--- config.mk ---
export PLATFORM = sky130hd
export DESIGN_NAME = media_timestamp_rebaser
export DESIGN_NICKNAME = d
export VERILOG_FILES = /design/src/rtl/mtr_pkg.sv /design/src/rtl/media_timestamp_rebaser.sv /design/src/rtl/mtr_cfg_regs.sv /design/src/rtl/mtr_rebase_calc.sv
export SDC_FILE = /design/constraint.sdc
export NUM_CORES = 2
export LEC_CHECK = 0
export BUFFER_PORTS_ARGS = -buffer_cell sky130_fd_sc_hd__buf_2
export CORE_MARGIN = 1.5
export CORE_UTILIZATION = 43
export CTS_BUF_LIST = sky130_fd_sc_hd__clkbuf_16
export DETAILED_ROUTE_END_ITERATION = 8
export GPL_ROUTABILITY_DRIVEN = 0
export SKIP_CTS_REPAIR_TIMING = 1
export SYNTH_ARGS = -nofsm -noshare
export SYNTH_HDL_FRONTEND = slang
export SYNTH_HIERARCHICAL = 1
export SYNTH_SLANG_ARGS = --single-unit
--- constraint.sdc ---
create_clock -name i_clk -period 17.55 [get_ports i_clk]
set_clock_uncertainty 0.1 [all_clocks]
set_input_delay 0.8775 -clock i_clk [delete_from_list [all_inputs] [get_ports i_clk]]
set_output_delay 0.8775 -clock i_clk [all_outputs]
set_load 0.01 [all_outputs]
--- src/rtl/mtr_pkg.sv ---
package mtr_pkg;

    // Packet kind codes
    localparam logic [1:0] FUNC_VIDEO = 2'd0;
    localparam logic [1:0] FUNC_AUDIO = 2'd1;
    localparam logic [1:0] FUNC_OTHER = 2'd2;

    // Configuration register indexes
    localparam int unsigned CFG_IDX_W = 2;
    localparam logic [CFG_IDX_W-1:0] CFG_JUMP_LIMIT    = 2'd0;
    localparam logic [CFG_IDX_W-1:0] CFG_REVERSE_LIMIT = 2'd1;
    localparam logic [CFG_IDX_W-1:0] CFG_GAP_STEP      = 2'd2;
    localparam logic [CFG_IDX_W-1:0] CFG_TRIM_AMOUNT   = 2'd3;

    localparam int unsigned CFG_DATA_W = 27;
    localparam int unsigned STAMP_W    = 64;

    // Reset values of the configuration registers
    localparam logic [23:0] JUMP_LIMIT_RST    = 24'd30000;
    localparam logic [26:0] REVERSE_LIMIT_RST = 27'd300000;
    localparam logic [9:0]  GAP_STEP_RST      = 10'd30;
    localparam logic [9:0]  TRIM_AMOUNT_RST   = 10'd5;

    typedef struct packed {
        logic [23:0] jump_limit;
        logic [26:0] reverse_limit;
        logic [9:0]  gap_step;
        logic [9:0]  trim_amount;
    } t_cfg;

    // Per-channel timeline state
    typedef struct packed {
        logic [STAMP_W-1:0] base;
        logic               started;
        logic [STAMP_W-1:0] prev_in;
    } t_chan;

endpackage

--- src/rtl/media_timestamp_rebaser.sv ---
// Rebases video and audio packet timestamps onto one continuous output
// timeline. One packet is taken per clock cycle unless the result is stalled;
// its result passes through the input register, then the result register; the
// per-channel base and last-stamp registers are updated as a packet leaves the
// compute stage, so back-to-back packets of one channel see each other's update.
// A stalled result holds the compute stage, which holds the input register.
// Packets tagged other (or kind 3) are consumed without a result. The
// configuration port always accepts; write it only while no packet is in
// flight.
module media_timestamp_rebaser (
    input  logic                                i_clk,
    input  logic                                i_rst_n,
    input  logic                                i_in_valid,
    output logic                                o_in_ready,
    input  logic [1:0]                          i_func,
    input  logic signed [mtr_pkg::STAMP_W-1:0]  i_in_stamp,
    output logic                                o_out_valid,
    input  logic                                i_out_ready,
    output logic signed [mtr_pkg::STAMP_W-1:0]  o_out_stamp,
    output logic                                o_is_audio,
    input  logic                                i_cfg_valid,
    output logic                                o_cfg_ready,
    input  logic [mtr_pkg::CFG_IDX_W-1:0]       i_cfg_index,
    input  logic [mtr_pkg::CFG_DATA_W-1:0]      i_cfg_data
);
    import mtr_pkg::*;

    t_cfg               cfg;
    logic               r_in_valid;
    logic [1:0]         r_in_func;
    logic [STAMP_W-1:0] r_in_stamp;
    t_chan              r_video;
    t_chan              r_audio;
    t_chan              n_video;
    t_chan              n_audio;
    logic               r_out_valid;
    logic [STAMP_W-1:0] r_out_stamp;
    logic               r_out_audio;
    logic               calc_has_result;
    logic               calc_is_audio;
    logic [STAMP_W-1:0] calc_stamp;
    logic               advance;

    mtr_cfg_regs u_cfg (
        .i_clk       (i_clk),
        .i_rst_n     (i_rst_n),
        .i_cfg_valid (i_cfg_valid),
        .o_cfg_ready (o_cfg_ready),
        .i_cfg_index (i_cfg_index),
        .i_cfg_data  (i_cfg_data),
        .o_cfg       (cfg)
    );

    mtr_rebase_calc u_calc (
        .i_cfg        (cfg),
        .i_video      (r_video),
        .i_audio      (r_audio),
        .i_func       (r_in_func),
        .i_stamp      (r_in_stamp),
        .o_video      (n_video),
        .o_audio      (n_audio),
        .o_has_result (calc_has_result),
        .o_is_audio   (calc_is_audio),
        .o_out_stamp  (calc_stamp)
    );

    // Move the compute stage on when the result register is free or drains
    assign advance    = !r_out_valid || i_out_ready;
    assign o_in_ready = !r_in_valid || advance;

    // Input register: load on transfer, hold while stalled
    always_ff @(posedge i_clk) begin
        if (!i_rst_n) begin
            r_in_valid <= 1'b0;
        end else if (o_in_ready) begin
            r_in_valid <= i_in_valid;
        end
    end

    always_ff @(posedge i_clk) begin
        if (i_in_valid && o_in_ready) begin
            r_in_func  <= i_func;
            r_in_stamp <= STAMP_W'(i_in_stamp);
        end
    end

    // Channel state: commit the update as the item leaves the compute stage
    always_ff @(posedge i_clk) begin
        if (!i_rst_n) begin
            r_video <= '0;
            r_audio <= '0;
        end else if (r_in_valid && advance) begin
            r_video <= n_video;
            r_audio <= n_audio;
        end
    end

    // Result register
    always_ff @(posedge i_clk) begin
        if (!i_rst_n) begin
            r_out_valid <= 1'b0;
        end else if (advance) begin
            r_out_valid <= r_in_valid && calc_has_result;
        end
    end

    always_ff @(posedge i_clk) begin
        if (advance && r_in_valid && calc_has_result) begin
            r_out_stamp <= calc_stamp;
            r_out_audio <= calc_is_audio;
        end
    end

    assign o_out_valid = r_out_valid;
    assign o_out_stamp = $signed(r_out_stamp);
    assign o_is_audio  = r_out_audio;

`ifndef SYNTHESIS
    a_video_started: assert property (@(posedge i_clk) disable iff (!i_rst_n)
        (r_in_valid && advance && (r_in_func == FUNC_VIDEO)) |=> r_video.started)
        else $error("video channel not started after a video item");

    a_audio_started: assert property (@(posedge i_clk) disable iff (!i_rst_n)
        (r_in_valid && advance && (r_in_func == FUNC_AUDIO)) |=> r_audio.started)
        else $error("audio channel not started after an audio item");

    a_in_hold: assert property (@(posedge i_clk) disable iff (!i_rst_n)
        (r_in_valid && !advance) |=> (r_in_valid && $stable(r_in_stamp)
                                      && $stable(r_in_func)))
        else $error("input register changed while stalled");

    a_out_source: assert property (@(posedge i_clk) disable iff (!i_rst_n)
        $rose(o_out_valid) |-> $past(r_in_valid && ((r_in_func == FUNC_VIDEO)
                                                    || (r_in_func == FUNC_AUDIO))))
        else $error("result without a video or audio item");
`endif

endmodule

--- src/rtl/mtr_cfg_regs.sv ---
module mtr_cfg_regs (
    input  logic                             i_clk,
    input  logic                             i_rst_n,
    input  logic                             i_cfg_valid,
    output logic                             o_cfg_ready,
    input  logic [mtr_pkg::CFG_IDX_W-1:0]    i_cfg_index,
    input  logic [mtr_pkg::CFG_DATA_W-1:0]   i_cfg_data,
    output mtr_pkg::t_cfg                    o_cfg
);
    import mtr_pkg::*;

    t_cfg r_cfg;
    t_cfg n_cfg;

    // Decode the write index and take the low bits of the data
    always_comb begin
        n_cfg = r_cfg;
        if (i_cfg_valid) begin
            unique case (i_cfg_index)
                CFG_JUMP_LIMIT:    n_cfg.jump_limit    = i_cfg_data[23:0];
                CFG_REVERSE_LIMIT: n_cfg.reverse_limit = i_cfg_data[26:0];
                CFG_GAP_STEP:      n_cfg.gap_step      = i_cfg_data[9:0];
                CFG_TRIM_AMOUNT:   n_cfg.trim_amount   = i_cfg_data[9:0];
            endcase
        end
    end

    always_ff @(posedge i_clk) begin
        if (!i_rst_n) begin
            r_cfg.jump_limit    <= JUMP_LIMIT_RST;
            r_cfg.reverse_limit <= REVERSE_LIMIT_RST;
            r_cfg.gap_step      <= GAP_STEP_RST;
            r_cfg.trim_amount   <= TRIM_AMOUNT_RST;
        end else begin
            r_cfg <= n_cfg;
        end
    end

    assign o_cfg_ready = 1'b1;
    assign o_cfg       = r_cfg;

endmodule

--- src/rtl/mtr_rebase_calc.sv ---
module mtr_rebase_calc (
    input  mtr_pkg::t_cfg                i_cfg,
    input  mtr_pkg::t_chan               i_video,
    input  mtr_pkg::t_chan               i_audio,
    input  logic [1:0]                   i_func,
    input  logic [mtr_pkg::STAMP_W-1:0]  i_stamp,
    output mtr_pkg::t_chan               o_video,
    output mtr_pkg::t_chan               o_audio,
    output logic                         o_has_result,
    output logic                         o_is_audio,
    output logic [mtr_pkg::STAMP_W-1:0]  o_out_stamp
);
    import mtr_pkg::*;

    logic               is_audio;
    t_chan              cur;
    t_chan              oth;
    t_chan              nxt;
    logic [STAMP_W-1:0] diff_fwd;
    logic [STAMP_W-1:0] diff_back;
    logic [STAMP_W-1:0] gap;
    logic [STAMP_W-1:0] trim;
    logic [STAMP_W-1:0] delta;
    logic [STAMP_W-1:0] out_delta;
    logic               fwd;
    logic               fwd_small;
    logic               rev_big;

    // Pick the channel being served and the opposite one
    assign is_audio = (i_func == FUNC_AUDIO);
    assign cur      = is_audio ? i_audio : i_video;
    assign oth      = is_audio ? i_video : i_audio;

    // Step magnitude in both directions, compared unsigned against the limits
    assign diff_fwd  = i_stamp - cur.prev_in;
    assign diff_back = cur.prev_in - i_stamp;
    assign fwd       = ($signed(i_stamp) >= $signed(cur.prev_in));
    assign fwd_small = (diff_fwd < STAMP_W'(i_cfg.jump_limit));
    assign rev_big   = (diff_back > STAMP_W'(i_cfg.reverse_limit));
    assign gap       = STAMP_W'(i_cfg.gap_step);
    assign trim      = STAMP_W'(i_cfg.trim_amount);

    always_comb begin
        if (fwd) begin
            delta = fwd_small ? diff_fwd : gap;
        end else begin
            delta = rev_big ? gap : '0;
        end
        out_delta = (delta > trim) ? (delta - trim) : delta;
    end

    // Start a fresh channel from the other base (zero if unstarted), else advance the base
    always_comb begin
        nxt.started = 1'b1;
        nxt.prev_in = i_stamp;
        if (!cur.started) begin
            nxt.base    = oth.started ? oth.base : '0;
            o_out_stamp = nxt.base;
        end else begin
            nxt.base    = cur.base + delta;
            o_out_stamp = cur.base + out_delta;
        end
    end

    assign o_has_result = (i_func == FUNC_VIDEO) || (i_func == FUNC_AUDIO);
    assign o_is_audio   = is_audio;
    assign o_video      = (i_func == FUNC_VIDEO) ? nxt : i_video;
    assign o_audio      = is_audio ? nxt : i_audio;

endmodule
==> Word-level counts from Yosys, hierarchy flattened <==
Index checks and enable logic that the tools add are counted.
{ "op_classes": {"n_addsub": 5, "n_mul": 0, "div_mod_pow": 0, "magnitude_cmp": 4, "eq_ne": 4, "n_shift": 0, "muxes": 9, "bitwise_logic": 0, "n_reduce_logical": 17} }
{ "ops": {"columns": ["op", "count"], "rows": [
  ["$mux 64", 6],
  ["$mux 129", 2],
  ["$add 64x64->64", 2],
  ["$sub 64x64->64", 2],
  ["$ge 64x64->1", 1],
  ["$gt 64x10->1", 1],
  ["$gt 64x27->1", 1],
  ["$lt 64x24->1", 1],
  ["$sub 64x10->64", 1],
  ["$reduce_and 2->1", 6],
  ["$mux 10", 1],
  ["$eq 2x1->1 const B", 2],
  ["$eq 2x2->1 const B", 2],
  ["$logic_and 1x1->1", 4],
  ["$logic_not 2->1", 2],
  ["$logic_or 1x1->1", 3],
  ["$logic_not 1->1", 2]
]} }
{ "totals": {"register_bits": 462, "latch_bits": 0, "ram_bits": 0, "romBits": 0, "inputBits": 100, "out_inout_bits": 68, "word_cells": 55, "memories": 0} }

==> Logic depth before layout (Yosys ltp) <==
{ "depth": {"depth_word": 10, "mapped_depth": 61, "mapped_depth_nobuf": 55} }

==> Modules after synthesis <==
Netlist, hierarchy kept.
{ "modules_own_cells": {"columns": ["mod", "instances", "cells_each", "area_per_inst_um2", "seq_area_each_um2"], "rows": [
  ["mtr_rebase_calc", 1, 4110, 24380.9, 0.0],
  ["media_timestamp_rebaser", 1, 1262, 14271.2, 9138.8],
  ["mtr_cfg_regs", 1, 287, 2834.0, 1421.4]
]} }

==> Worst setup path after synthesis <==
OpenSTA, ideal clock, no wires.
{ "synth_path": {"kind": "reg-to-reg", "from": "register r_in_func[1]", "to": "register r_out_stamp[62], in the netlist o_out_stamp[62] (data pin)", "setup_ps": 274, "t_arrival_ps": 11742, "t_required_ps": 17176, "slack_ps": 5435, "stages_incl_launch_ff": 62, "path_buffers": 9, "period_less_slack_ps": 12115, "cell_sequence": "edfxtp_1 > inv_1 > nand2_1 > clkbuf_1 > clkbuf_1 > clkbuf_1 > clkbuf_1 > nand2_1 > nand2_1 > ha_1 > buf_2 > nand2_1 > nor2_1 > and2_0 > buf_2 > a221oi_2 > nand2_1 > xnor2_1 > (+26 left out) > nor2_1 > clkbuf_1 > a32oi_1 > o31ai_1 > ha_1 > fa_1 > a21o_1 > a21oi_1 > o21bai_1 > a21oi_1 > o21ba_2 > o31ai_1 > nand4b_1 > a211oi_1 > or4b_2 > a311oi_1 > xnor2_1 > o22ai_1"} }
{ "synth_via": {"elab_chain_cells": 10, "word_cells_on_any_way": 17, "classes_between": "add/sub: 4; order compare: 4; eq/ne: 1; mux: 8"} }
{ "synth_lines": {"columns": ["element", "line_no", "text"], "rows": [
  ["start: declaration", "media_timestamp_rebaser.sv:30", "logic [1:0] r_in_func;"],
  ["start signal: assignment", "media_timestamp_rebaser.sv:82", "r_in_func <= i_func;"],
  ["$eq 2x1->1 *", "mtr_rebase_calc.sv:30", "assign is_audio = (i_func == FUNC_AUDIO);"],
  ["$mux 129", "mtr_rebase_calc.sv:31", "assign cur = is_audio ? i_audio : i_video;"],
  ["$sub 64x64->64 (on tied branches)", "mtr_rebase_calc.sv:36, mtr_rebase_calc.sv:35", null],
  ["$gt 64x27->1 / $lt 64x24->1 (equally long branches)", "mtr_rebase_calc.sv:39, mtr_rebase_calc.sv:38", null],
  ["$mux 10 / $mux 64 (equally long branches)", "mtr_rebase_calc.sv:47, mtr_rebase_calc.sv:45", null],
  ["$mux 64", "mtr_rebase_calc.sv:44", "if (fwd) begin"],
  ["$sub 64x10->64 / $gt 64x10->1 (equally long branches)", "mtr_rebase_calc.sv:49", "out_delta = (delta > trim) ? (delta - trim) : delta;"],
  ["$mux 64", "mtr_rebase_calc.sv:49", null],
  ["$add 64x64->64", "mtr_rebase_calc.sv:61", "o_out_stamp = cur.base + out_delta;"],
  ["$mux 64 *", "mtr_rebase_calc.sv:56", "if (!cur.started) begin"],
  ["net calc_stamp[62]", "media_timestamp_rebaser.sv:41", "logic [STAMP_W-1:0] calc_stamp;"],
  ["end signal: assignment", "media_timestamp_rebaser.sv:109", "r_out_stamp <= calc_stamp;"],
  ["end: declaration", "media_timestamp_rebaser.sv:37", "logic [STAMP_W-1:0] r_out_stamp;"]
]} }
The timed path passes the listed nets; every way through them passes the cells marked *.
A chain may end at the register's enable or synchronous reset.

==> Worst setup path in the final report <==
{ "layout_path": {"from": "register r_in_func[1]", "to": "register r_out_stamp[63], in the netlist o_out_stamp[63] (data pin)"} }
The elaborated chain is that of the path after synthesis.

==> summary.md <==
| Metric | Value |
|---|---|
| Int Power | `0.00205 W` |
| Hold slack | `0.287 ns` |
| Routed vias | `40275` |
| Final Cell Area | `between 0.04 and 0.05 mm^2` |
| Antenna Nets Post-Route | `0` |
| Maximum vdd ir drop | `0.0822 mV` |
| Fin. max-slew vios | `0` |
| Setup violators final | `0` |
| CTS Root Buffer Type | `clkbuf_16` |
| # DRC | `0` |
| Min-Delay Path Class | `in -> reg` |
| Ys Warns | `6` |
| Status | `finished, final reports clean` |
| Clock Latency Late Sink | `about 0.67 ns` |
| Bufs on Longest Clock Path | `3` |
| Clock Power Share | `between 30% and 40%` |
| Max Freq | `0.0687 GHz` |
| Biggest area consumer among synthesized cells | `dfxtp_1` |
| Clock buffer count from CTS | `56` |
| Die area | `around 0.098 mm^2` |
| WP data required | `about 18 ns` |
| MaxCap Viol Count | `0` |
| Total gr overflow | `0` |
| TNS Setup | `0 ns` |
| Final hold vios | `0` |
| Async S/R FF share, synth | `0%` |
| Net Switching | `0.000992 W` |
| Reg power frac | `between 30% and 40%` |
| Comb power frac | `between 20% and 30%` |
| Final WL | `~140000 um` |
| Avg WL per Cell | `slightly below 20 um` |
| Crit path launch type | `flip-flop` |
| Layout cell share with drive strength beyond 1 | `~6%` |
| Crit-path max cell delay | `0.63 ns` |
| Final #Nets | `slightly above 6000` |
| Placed insts | `just under 7000` |
| Chip height | `314 um` |
| Initial Util | `a little over two fifths` |
| Largest net degree at the start of global routing | `around 230` |
| Yosys reg bits | `~460` |
| P per Cell Area | `between 60 and 70 mW/mm^2` |
| Primary FF master, synth | `dfxtp_1` |
| Syn-to-layout area delta | `7.77%` |
| CP startpoint | `r_in_func[1]` |
| Netlist cell types | `approximately 110` |
| Count leader, synth | `nand2_1` |
| Synth top area share | `between 15 and 20%` |
| Register area share after synthesis | `between 20% and 30%` |
| Worst slew pin tran | `~1.2 ns` |
| Die Width | `between 300 and 400 um` |
| Final Cycle Share | `about 83%` |
| Worst setup EP type | `flip-flop` |
| EDFF count, synth | `about 130` |
| Vias in the first global route | `approximately 37000` |
| Worst-path fanout max | `76` |
| Detailed Route Iter0 Violations | `between 3000 and 4000` |
| Top cells by area, synth | `dfxtp_1 (16%), nand2_1 (13%), edfxtp_1 (9.5%)` |
| Row cnt | `113` |
| Core area | `between 0.09 and 0.1 mm^2` |
| IO Count | `~170` |
| RSZ-0062 raised after global routing | `false` |
| Post-Place Cell Area | `0.0428 mm^2` |
| First-pass DRT Iterations | `8` |
| Initial antenna violation count | `3` |
| CTS tree | `done` |
| Total global-route track usage | `a little over a quarter` |
| CP arrival | `around 15 ns` |
| Synth cell count leaders | `nand2_1 (1469), o21ai_0 (413), a21oi_1 (407), mux2i_1 (344), dfxtp_1 (331)` |
| Finished Layout Cells | `6951` |
| Port bufs | `166` |
| Relative slew slack | `between 20% and 30%` |
| Crit Reg-Reg Startpoint | `r_in_func[1]` |
| Reg clk slew, reported paths | `0.06 ns` |
| Vias per cell | `around 5.8` |
| Layout Utilization | `46.9%` |
| Synth Instances | `5659` |
| Leak Pwr | `18.8 nW` |
| Final Critical Period | `roughly 15 ns` |
| Post-Syn Area | `0.0415 mm^2` |
| Crit path buffers/inverters | `4` |
| CTS H-tree lvls | `2` |
| CP max stage cell | `buf_4` |
| Synthesized area per cell | `approximately 7.3 um^2` |
| Final HPWL DP | `around 100000 um` |
| Switch share | `between 30% and 40%` |
| Critical path class | `reg -> reg` |
| Worst hold start | `i_in_stamp[33]` |
| Clk sink count | `approximately 460` |
| First-pass GRT wire length | `approximately 210000 um` |
| Cell family with most CP delay | `compound AO/OA/AOI/OAI gates` |
-- through the flow --
stage / setup WS (ns) / total power (W)
after floorplan: 5.43 / 0.00164
after global placement: 4.02 / 0.00183
after detailed placement: 3.54 / 0.00183
after CTS: 3.43 / 0.00306
after global routing: 1.91 / 0.00317
final: 2.99 / 0.00304
-- per-layer routing --
| metal | part of all wire (%) | wire, um | up-vias | GRT usage [%] |
|---|---|---|---|---|
| li1 | - | - | 19742 | - |
| met1 | 43 | 58200 | 18777 | 34.2 |
| met2 | 47 | 63500 | 1436 | 45.0 |
| met3 | 6.0 | 8140 | 318 | 3.45 |
| met4 | 4.6 | 6210 | 2 | 11.6 |
| met5 | 0.0096 | 13 | - | 0 |
-- cell families after synthesis --
group / share of synthesized area, %
compound gates: 23.4
xor+xnor: 4.07
fa+ha+maj: 9.68
buf+inv: 6.61
flops: 25.5
mux: 8.47
other cells: 0.0181
simple gates: 22.3
-- flip-flops by register name, indices dropped and copies added (netlist names) --
signal and count:
o_out_stamp 64, o_is_audio 1, u_cfg/o_cfg 71, r_video 129
r_audio 129, r_in_stamp 64, r_in_func 2, o_out_valid 1
r_in_valid 1
-- cells in the final DEF, fill, tap and decap left out, types with 50 or more instances in the layout --
master	count
a21o_1	161
o21bai_1	50
a21boi_0	54
xor2_1	77
o21ai_0	413
nand2_1	1467
buf_2	165
nor2b_1	52
edfxtp_1	131
xnor2_1	116
mux2i_1	344
dfxtp_1	331
nand4_1	75
a21oi_1	407
ha_1	313
conb_1	60
nor2_1	248
nand3_1	66
clkbuf_16	58
nor3_1	77
inv_1	304
-- layout make-up --
class,count,area [um^2]
Timing Repair Buffer,198,1120
Multi-Input combinational cell,4624,28400
Sequential cell,462,10600
Inverter,296,1120
Fill cell,9728,50600
Clock buffer,58,1450
Antenna cell,1,2.50
Clock inverter,47,432
Tap cell,1265,1580
-- final timing paths --
path                endpoint  slack (ns)  cells after the start
max          o_out_stamp[63]        2.99                     49
min           r_in_stamp[33]        0.29                      1
max reg2reg  o_out_stamp[63]        2.99                     49
min reg2reg  u_cfg/o_cfg[44]        0.36                      2
-- worst reg2reg max path, delay by kind of cell (launching register included) --
family | cells | cell delay [ns]
AO/OA/AOI/OAI | 24 | 6.75
XOR/XNOR | 1 | 0.32
adder cells (fa/ha/maj) | 4 | 1.43
buffers and inverters | 4 | 1.42
flip-flops | 1 | 0.37
multiplexers | 1 | 0.08
AND/OR/NAND/NOR | 15 | 3.87
-- power by group through the flow --
stage	logic, W	clock network [W]	registers (W)
floorplan	0.000482	0	0.00116
global placement	0.000660	0	0.00117
detailed placement	0.000663	0	0.00117
global route	0.000738	0.00128	0.00115
finish	0.000681	0.00121	0.00115
CTS	0.000667	0.00124	0.00115
No activity file was read; power rests on OpenSTA's default activity.
